--- src/rtl/bcc_pkg.sv ---
// Shared types, codes and reset values for the button click classifier.
`default_nettype none
package bcc_pkg;

	localparam int unsigned MsW  = 16;
	localparam int unsigned DtW  = 8;
	localparam int unsigned EvW  = 2;
	localparam int unsigned IdxW = 2;

	localparam logic [MsW-1:0] ClickMsReset  = 16'd300;
	localparam logic [MsW-1:0] HoldMsReset   = 16'd1000;
	localparam logic [MsW-1:0] IgnoreMsReset = 16'd500;

	// register indexes on the configuration channel
	localparam logic [IdxW-1:0] RegClickMs  = 2'd0;
	localparam logic [IdxW-1:0] RegHoldMs   = 2'd1;
	localparam logic [IdxW-1:0] RegIgnoreMs = 2'd2;

	typedef enum logic [EvW-1:0] {
		EV_NONE   = 2'd0,
		EV_SINGLE = 2'd1,
		EV_DOUBLE = 2'd2,
		EV_LONG   = 2'd3
	} bcc_event_t;

	typedef enum logic [5:0] {
		PH_IDLE         = 6'b000001,
		PH_FIRSTPRESS   = 6'b000010,
		PH_FIRSTHOLD    = 6'b000100,
		PH_FIRSTRELEASE = 6'b001000,
		PH_SECONDPRESS  = 6'b010000,
		PH_IGNORE       = 6'b100000
	} bcc_phase_t;

	typedef struct packed {
		bcc_phase_t     phase;
		logic [MsW-1:0] timer;
		logic           pending;
		logic           level;
	} bcc_state_t;

	typedef struct packed {
		logic [MsW-1:0] click_ms;
		logic [MsW-1:0] hold_ms;
		logic [MsW-1:0] ignore_ms;
	} bcc_cfg_t;

endpackage
`default_nettype wire

--- src/rtl/bcc_if.sv ---
// Handshake channel interfaces: item, result and configuration write.
`default_nettype none
interface bcc_item_if;
	logic                   valid;
	logic                   ready;
	logic                   action;
	logic [bcc_pkg::DtW-1:0] elapsed_ms;
	logic                   button_level;
	modport source (output valid, action, elapsed_ms, button_level, input ready);
	modport sink   (input valid, action, elapsed_ms, button_level, output ready);
endinterface

interface bcc_result_if;
	logic                   valid;
	logic                   ready;
	logic [bcc_pkg::EvW-1:0] click_event;
	logic                   busy_res;
	modport source (output valid, click_event, busy_res, input ready);
	modport sink   (input valid, click_event, busy_res, output ready);
endinterface

interface bcc_cfg_if;
	logic                    valid;
	logic                    ready;
	logic [bcc_pkg::IdxW-1:0] index;
	logic [bcc_pkg::MsW-1:0]  data;
	modport source (output valid, index, data, input ready);
	modport sink   (input valid, index, data, output ready);
endinterface
`default_nettype wire

--- src/rtl/bcc_core.sv ---
// Next-state and event logic for one item: timeouts, then the pending edge.
`default_nettype none
module bcc_core
	import bcc_pkg::*;
(
	input  bcc_state_t       cur,
	input  bcc_cfg_t         cfg,
	input  logic             action,
	input  logic [DtW-1:0]   elapsed_ms,
	input  logic             button_level,
	output bcc_state_t       nxt,
	output bcc_event_t       click_event
);

	logic [MsW:0]   sum;
	logic [MsW-1:0] timer_adv;
	bcc_phase_t     ph_to;
	bcc_event_t     ev_to;
	logic           take;

	// saturating advance of the phase timer
	assign sum       = {1'b0, cur.timer} + {{(MsW+1-DtW){1'b0}}, elapsed_ms};
	assign timer_adv = sum[MsW] ? {MsW{1'b1}} : sum[MsW-1:0];
	assign take      = cur.pending && (cur.phase != PH_IGNORE);

	// timeouts
	always_comb begin
		ph_to = cur.phase;
		ev_to = EV_NONE;
		unique case (cur.phase)
			PH_FIRSTPRESS: begin
				if (timer_adv > cfg.click_ms) ph_to = PH_FIRSTHOLD;
			end
			PH_FIRSTHOLD: begin
				if (timer_adv > cfg.hold_ms) begin
					ph_to = PH_IDLE;
					ev_to = EV_LONG;
				end
			end
			PH_FIRSTRELEASE: begin
				if (timer_adv > cfg.click_ms) begin
					ph_to = PH_IDLE;
					ev_to = EV_SINGLE;
				end
			end
			PH_SECONDPRESS: begin
				if (timer_adv > cfg.click_ms) ph_to = PH_IDLE;
			end
			PH_IGNORE: begin
				if (timer_adv > cfg.ignore_ms) ph_to = PH_IDLE;
			end
			default: ph_to = PH_IDLE;
		endcase
	end

	always_comb begin
		nxt         = cur;
		click_event = EV_NONE;
		if (action) begin
			nxt.level   = button_level;
			nxt.pending = 1'b1;
		end else begin
			nxt.pending = 1'b0;
			// idle holds the timer
			if (cur.phase != PH_IDLE) nxt.timer = timer_adv;
			nxt.phase   = ph_to;
			click_event = ev_to;
			if (take) begin
				nxt.timer = '0;
				unique case (ph_to)
					PH_IDLE:         nxt.phase = cur.level ? PH_FIRSTPRESS : PH_IDLE;
					PH_FIRSTPRESS:   nxt.phase = cur.level ? PH_IDLE : PH_FIRSTRELEASE;
					PH_FIRSTRELEASE: nxt.phase = cur.level ? PH_SECONDPRESS : PH_IDLE;
					PH_SECONDPRESS: begin
						if (!cur.level) begin
							nxt.phase   = PH_IGNORE;
							click_event = EV_DOUBLE;
						end else begin
							nxt.phase = PH_IDLE;
						end
					end
					default:         nxt.phase = PH_IDLE;
				endcase
			end
		end
	end

endmodule
`default_nettype wire

--- src/rtl/button_click_classifier.sv ---
// Top level of the button click classifier.
//
// Channels: item (sink) carries either a button edge (action = 1, with the
// level after the edge) or a tick (action = 0, with elapsed milliseconds).
// result (source) returns one beat per item: the click event (none, single,
// double or long) and busy_res, high while the phase is not idle so that a
// sleep request can be refused. cfg (sink) writes click_ms, hold_ms and
// ignore_ms by index; it is always ready and an index beyond the list is
// dropped. Write configuration only while the block is idle.
//
// Output: the result beat is offered in the cycle after the item beat.
// Throughput: one item per cycle unless stalled; the update is a single
// add, compare and phase select feeding the state and result registers.
// Stall: while a result is held and result.ready is low, item.ready drops;
// the next item is taken in the same cycle the held result leaves.
// Reset: phase idle, timer and pending edge cleared, latched level released,
// registers back to 300 / 1000 / 500 ms, no result offered.
`default_nettype none
module button_click_classifier
	import bcc_pkg::*;
(
	input  wire logic          clk,
	input  wire logic          arst_n,
	bcc_item_if.sink           item,
	bcc_result_if.source       result,
	bcc_cfg_if.sink            cfg
);

	bcc_state_t  state_q;
	bcc_state_t  state_nxt;
	bcc_cfg_t    cfg_q;
	bcc_event_t  ev_nxt;
	logic        res_valid_q;
	bcc_event_t  res_event_q;
	logic        res_busy_q;
	logic        item_acc;

	// take a new item whenever the result register is empty or draining
	assign item.ready = !res_valid_q || result.ready;
	assign item_acc   = item.valid && item.ready;
	assign cfg.ready  = 1'b1;

	// configuration registers
	always_ff @(posedge clk or negedge arst_n) begin
		if (!arst_n) begin
			cfg_q.click_ms  <= ClickMsReset;
			cfg_q.hold_ms   <= HoldMsReset;
			cfg_q.ignore_ms <= IgnoreMsReset;
		end else if (cfg.valid) begin
			unique case (cfg.index)
				RegClickMs:  cfg_q.click_ms  <= cfg.data;
				RegHoldMs:   cfg_q.hold_ms   <= cfg.data;
				RegIgnoreMs: cfg_q.ignore_ms <= cfg.data;
				default: ; // drop writes beyond the register list
			endcase
		end
	end

	bcc_core u_core (
		.cur          (state_q),
		.cfg          (cfg_q),
		.action       (item.action),
		.elapsed_ms   (item.elapsed_ms),
		.button_level (item.button_level),
		.nxt          (state_nxt),
		.click_event  (ev_nxt)
	);

	// classifier state: advance on every accepted item beat
	always_ff @(posedge clk or negedge arst_n) begin
		if (!arst_n) begin
			state_q.phase   <= PH_IDLE;
			state_q.timer   <= '0;
			state_q.pending <= 1'b0;
			state_q.level   <= 1'b0;
		end else if (item_acc) begin
			state_q <= state_nxt;
		end
	end

	// result register: valid under reset, payload loaded with each item
	always_ff @(posedge clk or negedge arst_n) begin
		if (!arst_n) begin
			res_valid_q <= 1'b0;
		end else if (item_acc) begin
			res_valid_q <= 1'b1;
		end else if (result.ready) begin
			res_valid_q <= 1'b0;
		end
	end

	always_ff @(posedge clk) begin
		if (item_acc) begin
			res_event_q <= ev_nxt;
			res_busy_q  <= (state_nxt.phase != PH_IDLE);
		end
	end

	assign result.valid       = res_valid_q;
	assign result.click_event = res_event_q;
	assign result.busy_res    = res_busy_q;

endmodule
`default_nettype wire

--- src/flat_wrapper.sv ---
// flat-port wrapper written by rule: the top's interface ports become plain ports
module button_click_classifier_flat import bcc_pkg::*;
  (clk, arst_n, item_valid, item_action, item_elapsed_ms, item_button_level, item_ready, result_valid, result_click_event, result_busy_res, result_ready, cfg_valid, cfg_index, cfg_data, cfg_ready);
  bcc_item_if item_i ();
  bcc_result_if result_i ();
  bcc_cfg_if cfg_i ();
  input  wire logic clk;
  input  wire logic arst_n;
  input wire logic [$bits(item_i.valid)-1:0] item_valid;
  input wire logic [$bits(item_i.action)-1:0] item_action;
  input wire logic [$bits(item_i.elapsed_ms)-1:0] item_elapsed_ms;
  input wire logic [$bits(item_i.button_level)-1:0] item_button_level;
  output wire logic [$bits(item_i.ready)-1:0] item_ready;
  output wire logic [$bits(result_i.valid)-1:0] result_valid;
  output wire logic [$bits(result_i.click_event)-1:0] result_click_event;
  output wire logic [$bits(result_i.busy_res)-1:0] result_busy_res;
  input wire logic [$bits(result_i.ready)-1:0] result_ready;
  input wire logic [$bits(cfg_i.valid)-1:0] cfg_valid;
  input wire logic [$bits(cfg_i.index)-1:0] cfg_index;
  input wire logic [$bits(cfg_i.data)-1:0] cfg_data;
  output wire logic [$bits(cfg_i.ready)-1:0] cfg_ready;
  assign item_i.valid = item_valid;
  assign item_i.action = item_action;
  assign item_i.elapsed_ms = item_elapsed_ms;
  assign item_i.button_level = item_button_level;
  assign item_ready = item_i.ready;
  assign result_valid = result_i.valid;
  assign result_click_event = result_i.click_event;
  assign result_busy_res = result_i.busy_res;
  assign result_i.ready = result_ready;
  assign cfg_i.valid = cfg_valid;
  assign cfg_i.index = cfg_index;
  assign cfg_i.data = cfg_data;
  assign cfg_ready = cfg_i.ready;
  button_click_classifier u_core (.clk(clk), .arst_n(arst_n), .item(item_i), .result(result_i), .cfg(cfg_i));
endmodule
--- config.mk ---
export PLATFORM = sky130hd
export DESIGN_NAME = button_click_classifier_flat
export DESIGN_NICKNAME = d
export VERILOG_FILES = /design/src/rtl/bcc_pkg.sv /design/src/rtl/bcc_if.sv /design/src/rtl/bcc_core.sv /design/src/rtl/button_click_classifier.sv /design/src/flat_wrapper.sv
export SDC_FILE = /design/constraint.sdc
export NUM_CORES = 1
export LEC_CHECK = 0
export BUFFER_PORTS_ARGS = -buffer_cell sky130_fd_sc_hd__buf_2
export CAP_MARGIN = 20
export CORE_UTILIZATION = 35
export DETAILED_ROUTE_END_ITERATION = 10
export PLACE_DENSITY = 0.58
export SLEW_MARGIN = 20
export SYNTH_ARGS = -nofsm -noshare
export SYNTH_HDL_FRONTEND = slang
export SYNTH_HIERARCHICAL = 1
export SYNTH_SLANG_ARGS = --single-unit
--- constraint.sdc ---
create_clock -name clk -period 12.73 [get_ports clk]
set_input_delay 2.546 -clock clk [delete_from_list [all_inputs] [get_ports clk]]
set_output_delay 2.546 -clock clk [all_outputs]
set_load 0.03 [all_outputs]
# Word level (Yosys, flattened, before mapping)
# Index checks and enable logic that the tools add are counted.
[op_classes] n_addsub=1 n_lt_le_gt_ge=3 n_eq_ne=14 n_mux=23 bitwise=1 n_reduce_logical=13
[ops] op="$gt A16 B16 Y1" n=3
[ops] op="$pmux W6 S4" n=2
[ops] op="$mux W22" n=2
[ops] op="$mux W16" n=2
[ops] op="$mux W6" n=5
[ops] op="$add A16 B8 Y17" n=1
[ops] op="$eq A6 B2 Y1 const B" n=2
[ops] op="$eq A6 B4 Y1 const B" n=2
[ops] op="$eq A6 B5 Y1 const B" n=2
[ops] op="$ne A6 B1 Y1 const B" n=2
[ops] op="$mux W2" n=5
[ops] op="$reduce_and A2 Y1" n=4
[ops] op="$eq A6 B1 Y1 const B" n=1
[ops] op="$eq A6 B3 Y1 const B" n=1
[ops] op="$eq A6 B6 Y1 const B" n=1
[ops] op="$ne A6 B6 Y1 const B" n=1
[ops] op="$mux W5" n=1
[ops] op="$mux W1" n=4
[ops] op="$mux W4" n=1
[ops] op="$pmux W2 S2" n=1
[ops] op="$reduce_bool A2 Y1" n=2
[ops] op="$reduce_and A3 Y1" n=1
[ops] op="$eq A2 B1 Y1 const B" n=1
[ops] op="$eq A2 B2 Y1 const B" n=1
[ops] op="6 further kinds" n=7
[word_totals] ff_bits=76 output_inout_bits=6 wordCells=65

# Logic depth before layout (Yosys ltp)
[depth] word_depth=10 depth_mapped=22 depth_no_buf=21

# Modules after synthesis
# The synthesis kept the hierarchy.
[modules_own_cells] mod="button_click_classifier" n_inst=1 cells_each=164 area_each_um2=2882.8
[modules_own_cells] mod="bcc_core" n_inst=1 cells_each=357 area_each_um2=2386.0

# Worst setup path before layout
# Ideal clock, no wire load.
[synth_path] path_type="input to register" start="in item_elapsed_ms[0]" end="reg u_core.res_busy_q (netlist: u_core/result.busy_res) (data pin)" setup_ns=0.136 arrival_time_ns=6.815 required_ns=12.594 path_slack_ns=5.779 cell_stages=22 path_buffers=2 path_cell_list="ha_1 -> fa_1 -> a21o_1 -> a21oi_1 -> o21bai_1 -> a21oi_1 -> a211oi_1 -> nand2b_1 -> clkbuf_1 -> nand2_1 -> ha_1 -> a21o_1 -> nand3_1 -> a211oi_1 -> or4b_1 -> and2_0 -> clkbuf_1 -> or4_1 -> o21ai_0 -> mux2_2 -> nor4_1 -> nand3b_1"
[synth_rtl] item="from (decl)" line="flat_wrapper.sv:11" source="input wire logic [$bits(item_i.elapsed_ms)-1:0] item_elapsed_ms;"
[synth_rtl] item="to (signal assigned)" line="button_click_classifier.sv:95" source="res_busy_q <= (state_nxt.phase != PH_IDLE);"
[synth_rtl] item="to (decl)" line="button_click_classifier.sv:35" source="logic res_busy_q;"

==> results.cfg <==
[logic_synthesis]
synthArstFlopShare = 0.961
yosysMostFrequentCell = mux2_2
synth_nets = 611
synth_edf_count = 3
netlist_instances = 521
post_synth.cell_area_avg_um2 = 10.1
yosysTopAreaCellShare = 0.266
ys_ff_latch = 76
yosys-top-cells-count = mux2_2, inv_1, dfrtp_1, ha_1, a21oi_1
ys_types = 60
synth.largest_area_cell = dfrtp_1
yosysWarningCount = 6
ys_seq_area_frac = 0.368
syn_area_mm2 = 0.00527
synthTopCellsByArea = dfrtp_1, mux2_2, ha_1
synth_ff_type = dfrtp_1

[routing]
wl_met2_um = 5760
wl_met1_um = 5740
avgViaCountPerCell = 5.29
drt-initial-drc-count = 178
wl_met3_um = 501
drt-total-wl_um = 12200
wl_per_cell_um = 16.5
vias = 3913
dr.pass1.iters = 4
highest_layer = met4
drtAntennaViolNets = 0
drc = 0

[clocking]
cts_resized = 0
clockBufferDepth = 2
cts_hold_buf = 0
ctsRootBufferMaster = clkbuf_16
cts_setup_buffers = 0
cts.clk_slew.worst_paths_ns = 0.06
insertion_delay_ns = 0.34
cts_made_buffers = 9
cts.htree.levels = 3
cts_tree = yes
cts_sinks = 76

[floorplan]
ios = 39
start_util = 0.361
dieArea_mm2 = 0.0155
dieHeight_um = 125
rows = 44
core_area_mm2 = 0.0146
die_x_um = 125

[worst_setup_path]
cp.required_ns = 12.94
crit_path_end_kind = flop
critPathLaunchType = input pin
worst_path_max_delay_cell = or4_1
worstSetupPathType = in2reg
cp_max_fo = 14
crit_path_max_incr_delay_ns = 0.55
arrival_ns = 7.55
path_cells = buf_2 -> ha_1 -> fa_1 -> a21o_1 -> a21oi_1 -> o21bai_1 -> a21oi_1 -> a211oi_1 -> nand2b_1 -> nand2b_1 -> ha_1 -> nor2b_1 -> o211ai_1 -> a2111oi_0 -> or4b_1 -> and2_0 -> or4_1 -> o21ai_0 -> mux2_2 -> nor4_1 -> nand3b_1

[timing]
rsz0062_at_grt = no
hold_viol_final = 0
clock_skew_ns = 0.00586
post-route-period-util = 0.576
drv_slew = 0
tightest_slew_ns = 0.930
fin_crit_ns = 7.34
relSlewSlack = 0.380
fmax_mhz = 136
setup_viol = 0
fin_ws_ns = 5.39
fin_setup_tns_ns = 0
worst_hold_slack_ns = 0.503

[pwr]
sw_frac_of_total = 0.379
power_density_mw_per_mm2 = 181
p_sw_mw = 0.401
power_frac_comb = 0.447
total_power_mw = 1.06
peakVddDrop_uv = 69.0
p_clk_frac = 0.232
power_leakage_nw = 2.74
p_int_mw = 0.657
p_seq_frac = 0.321

[grt]
grt_pass1_vias = 4155
antenna_found_initial = 0
grt_usage = 0.169
grt_max_degree = 74
grt_pass1_wl_um = 20900
grt-ovfl-total = 0

[final_layout]
layout-drive-gt1-share = 0.276
nets = 640
diodes = 0
syn_to_final_growth_pct = 10.9

[flow_run]
cap_violations = 0

[placed_design]
place_congestion = 0.880
placement.io_buffers = 37
pre_cts_slack_ns = 5.06
dp_hpwl_um = 9220

[hold_path]
hp-class = reg2reg

[status]
status = completed
==> area by class of cell <==
cell class                      instances  area [um2]
Tap cell                              184         230
Fill cell                            1430        8750
Clock buffer                           15         278
Multi-Input combinational cell        368        2980
Inverter                               57         214
Timing Repair Buffer                   38         193
Clock inverter                          1        5.00
Sequential cell                        76        1940
==> flip-flops by register name (all words and copies together), names as in the netlist <==
name                       flops
u_core/cfg_q                  48
u_core/result.busy_res         1
u_core/result.click_event      2
u_core/result.valid            1
u_core/state_q                24
==> layout by cell type, fill, tap and decap left out, types with 6 or more instances in the layout <==
cell type	n
inv_1	57
o2bb2ai_1	6
xnor2_1	11
nor3_1	8
buf_2	37
ha_1	56
a21oi_1	39
nand3_1	13
o21ai_1	7
o21ai_0	8
nor2_1	18
mux2_2	74
or3_1	7
dfrtp_1	56
clkbuf_16	9
a21o_1	6
dfstp_2	17
a22o_1	8
nand4_1	10
nand2_1	36
==> worst paths after layout <==
check                                         startpoint                                to  slack [ns]  depth (start not counted)
max in group asynchronous                         arst_n    u_core/state_q[12]$_DFFE_PN0P_        9.70                          2
min                         u_core/cfg_q[20]$_DFFE_PN0P_      u_core/cfg_q[20]$_DFFE_PN0P_        0.50                          1
min reg2reg                 u_core/cfg_q[20]$_DFFE_PN0P_      u_core/cfg_q[20]$_DFFE_PN0P_        0.50                          1
max reg2reg                u_core/state_q[2]$_DFFE_PN0P_  u_core/result.busy_res$_DFFE_PP_        7.26                         20
min in group asynchronous                         arst_n      u_core/cfg_q[26]$_DFFE_PN0P_        2.43                          2
max                                   item_elapsed_ms[0]  u_core/result.busy_res$_DFFE_PP_        5.39                         21
==> power by group through the flow <==
stage	clock network [mW]	registers (mW)	logic (mW)
CTS	0.254	0.340	0.471
floorplan	0	0.332	0.359
global route	0.265	0.348	0.533
detailed placement	0	0.344	0.466
global placement	0	0.342	0.457
finish	0.245	0.340	0.473
==> stage by stage <==
stage | std cells | util | area [um2]
after floorplan | 521 | - | 5270
after global placement | 723 | 0.381 | 5560
after detailed placement | 723 | 0.381 | 5560
after CTS | 739 | 0.400 | 5840
after global routing | 739 | 0.400 | 5840
final | 739 | 0.400 | 5840
==> routing by layer <==
metal / vias up / track usage
met5: - / 0
met4: 0 / 0.0581
met3: 15 / 0.0399
met1: 1890 / 0.216
li1: 1925 / -
met2: 83 / 0.278
==> cells by family (layout without fill, tap and decap cells) <==
logic type / Yosys count / count (layout) / share of synthesized area
AO/OA/AOI/OAI: 101 / 101 / 0.125
XOR/XNOR: 13 / 13 / 0.0216
adder cells (fa/ha/maj): 57 / 57 / 0.137
buffers and inverters: 77 / 111 / 0.0658
flip-flops: 76 / 76 / 0.368
multiplexers: 74 / 74 / 0.158
other: 1 / 1 / 0.000712
AND/OR/NAND/NOR: 122 / 122 / 0.124
==> critical path: cells and delay by family <==
family                     cells  cell delay [ns]
AOI/OAI and AO/OA              8             1.40
adders and majority gates      3             0.97
buffers and inverters          1             0.10
muxes                          1             0.19
and+or+nand+nor                8             2.32
(Power assumes the default switching activity.)
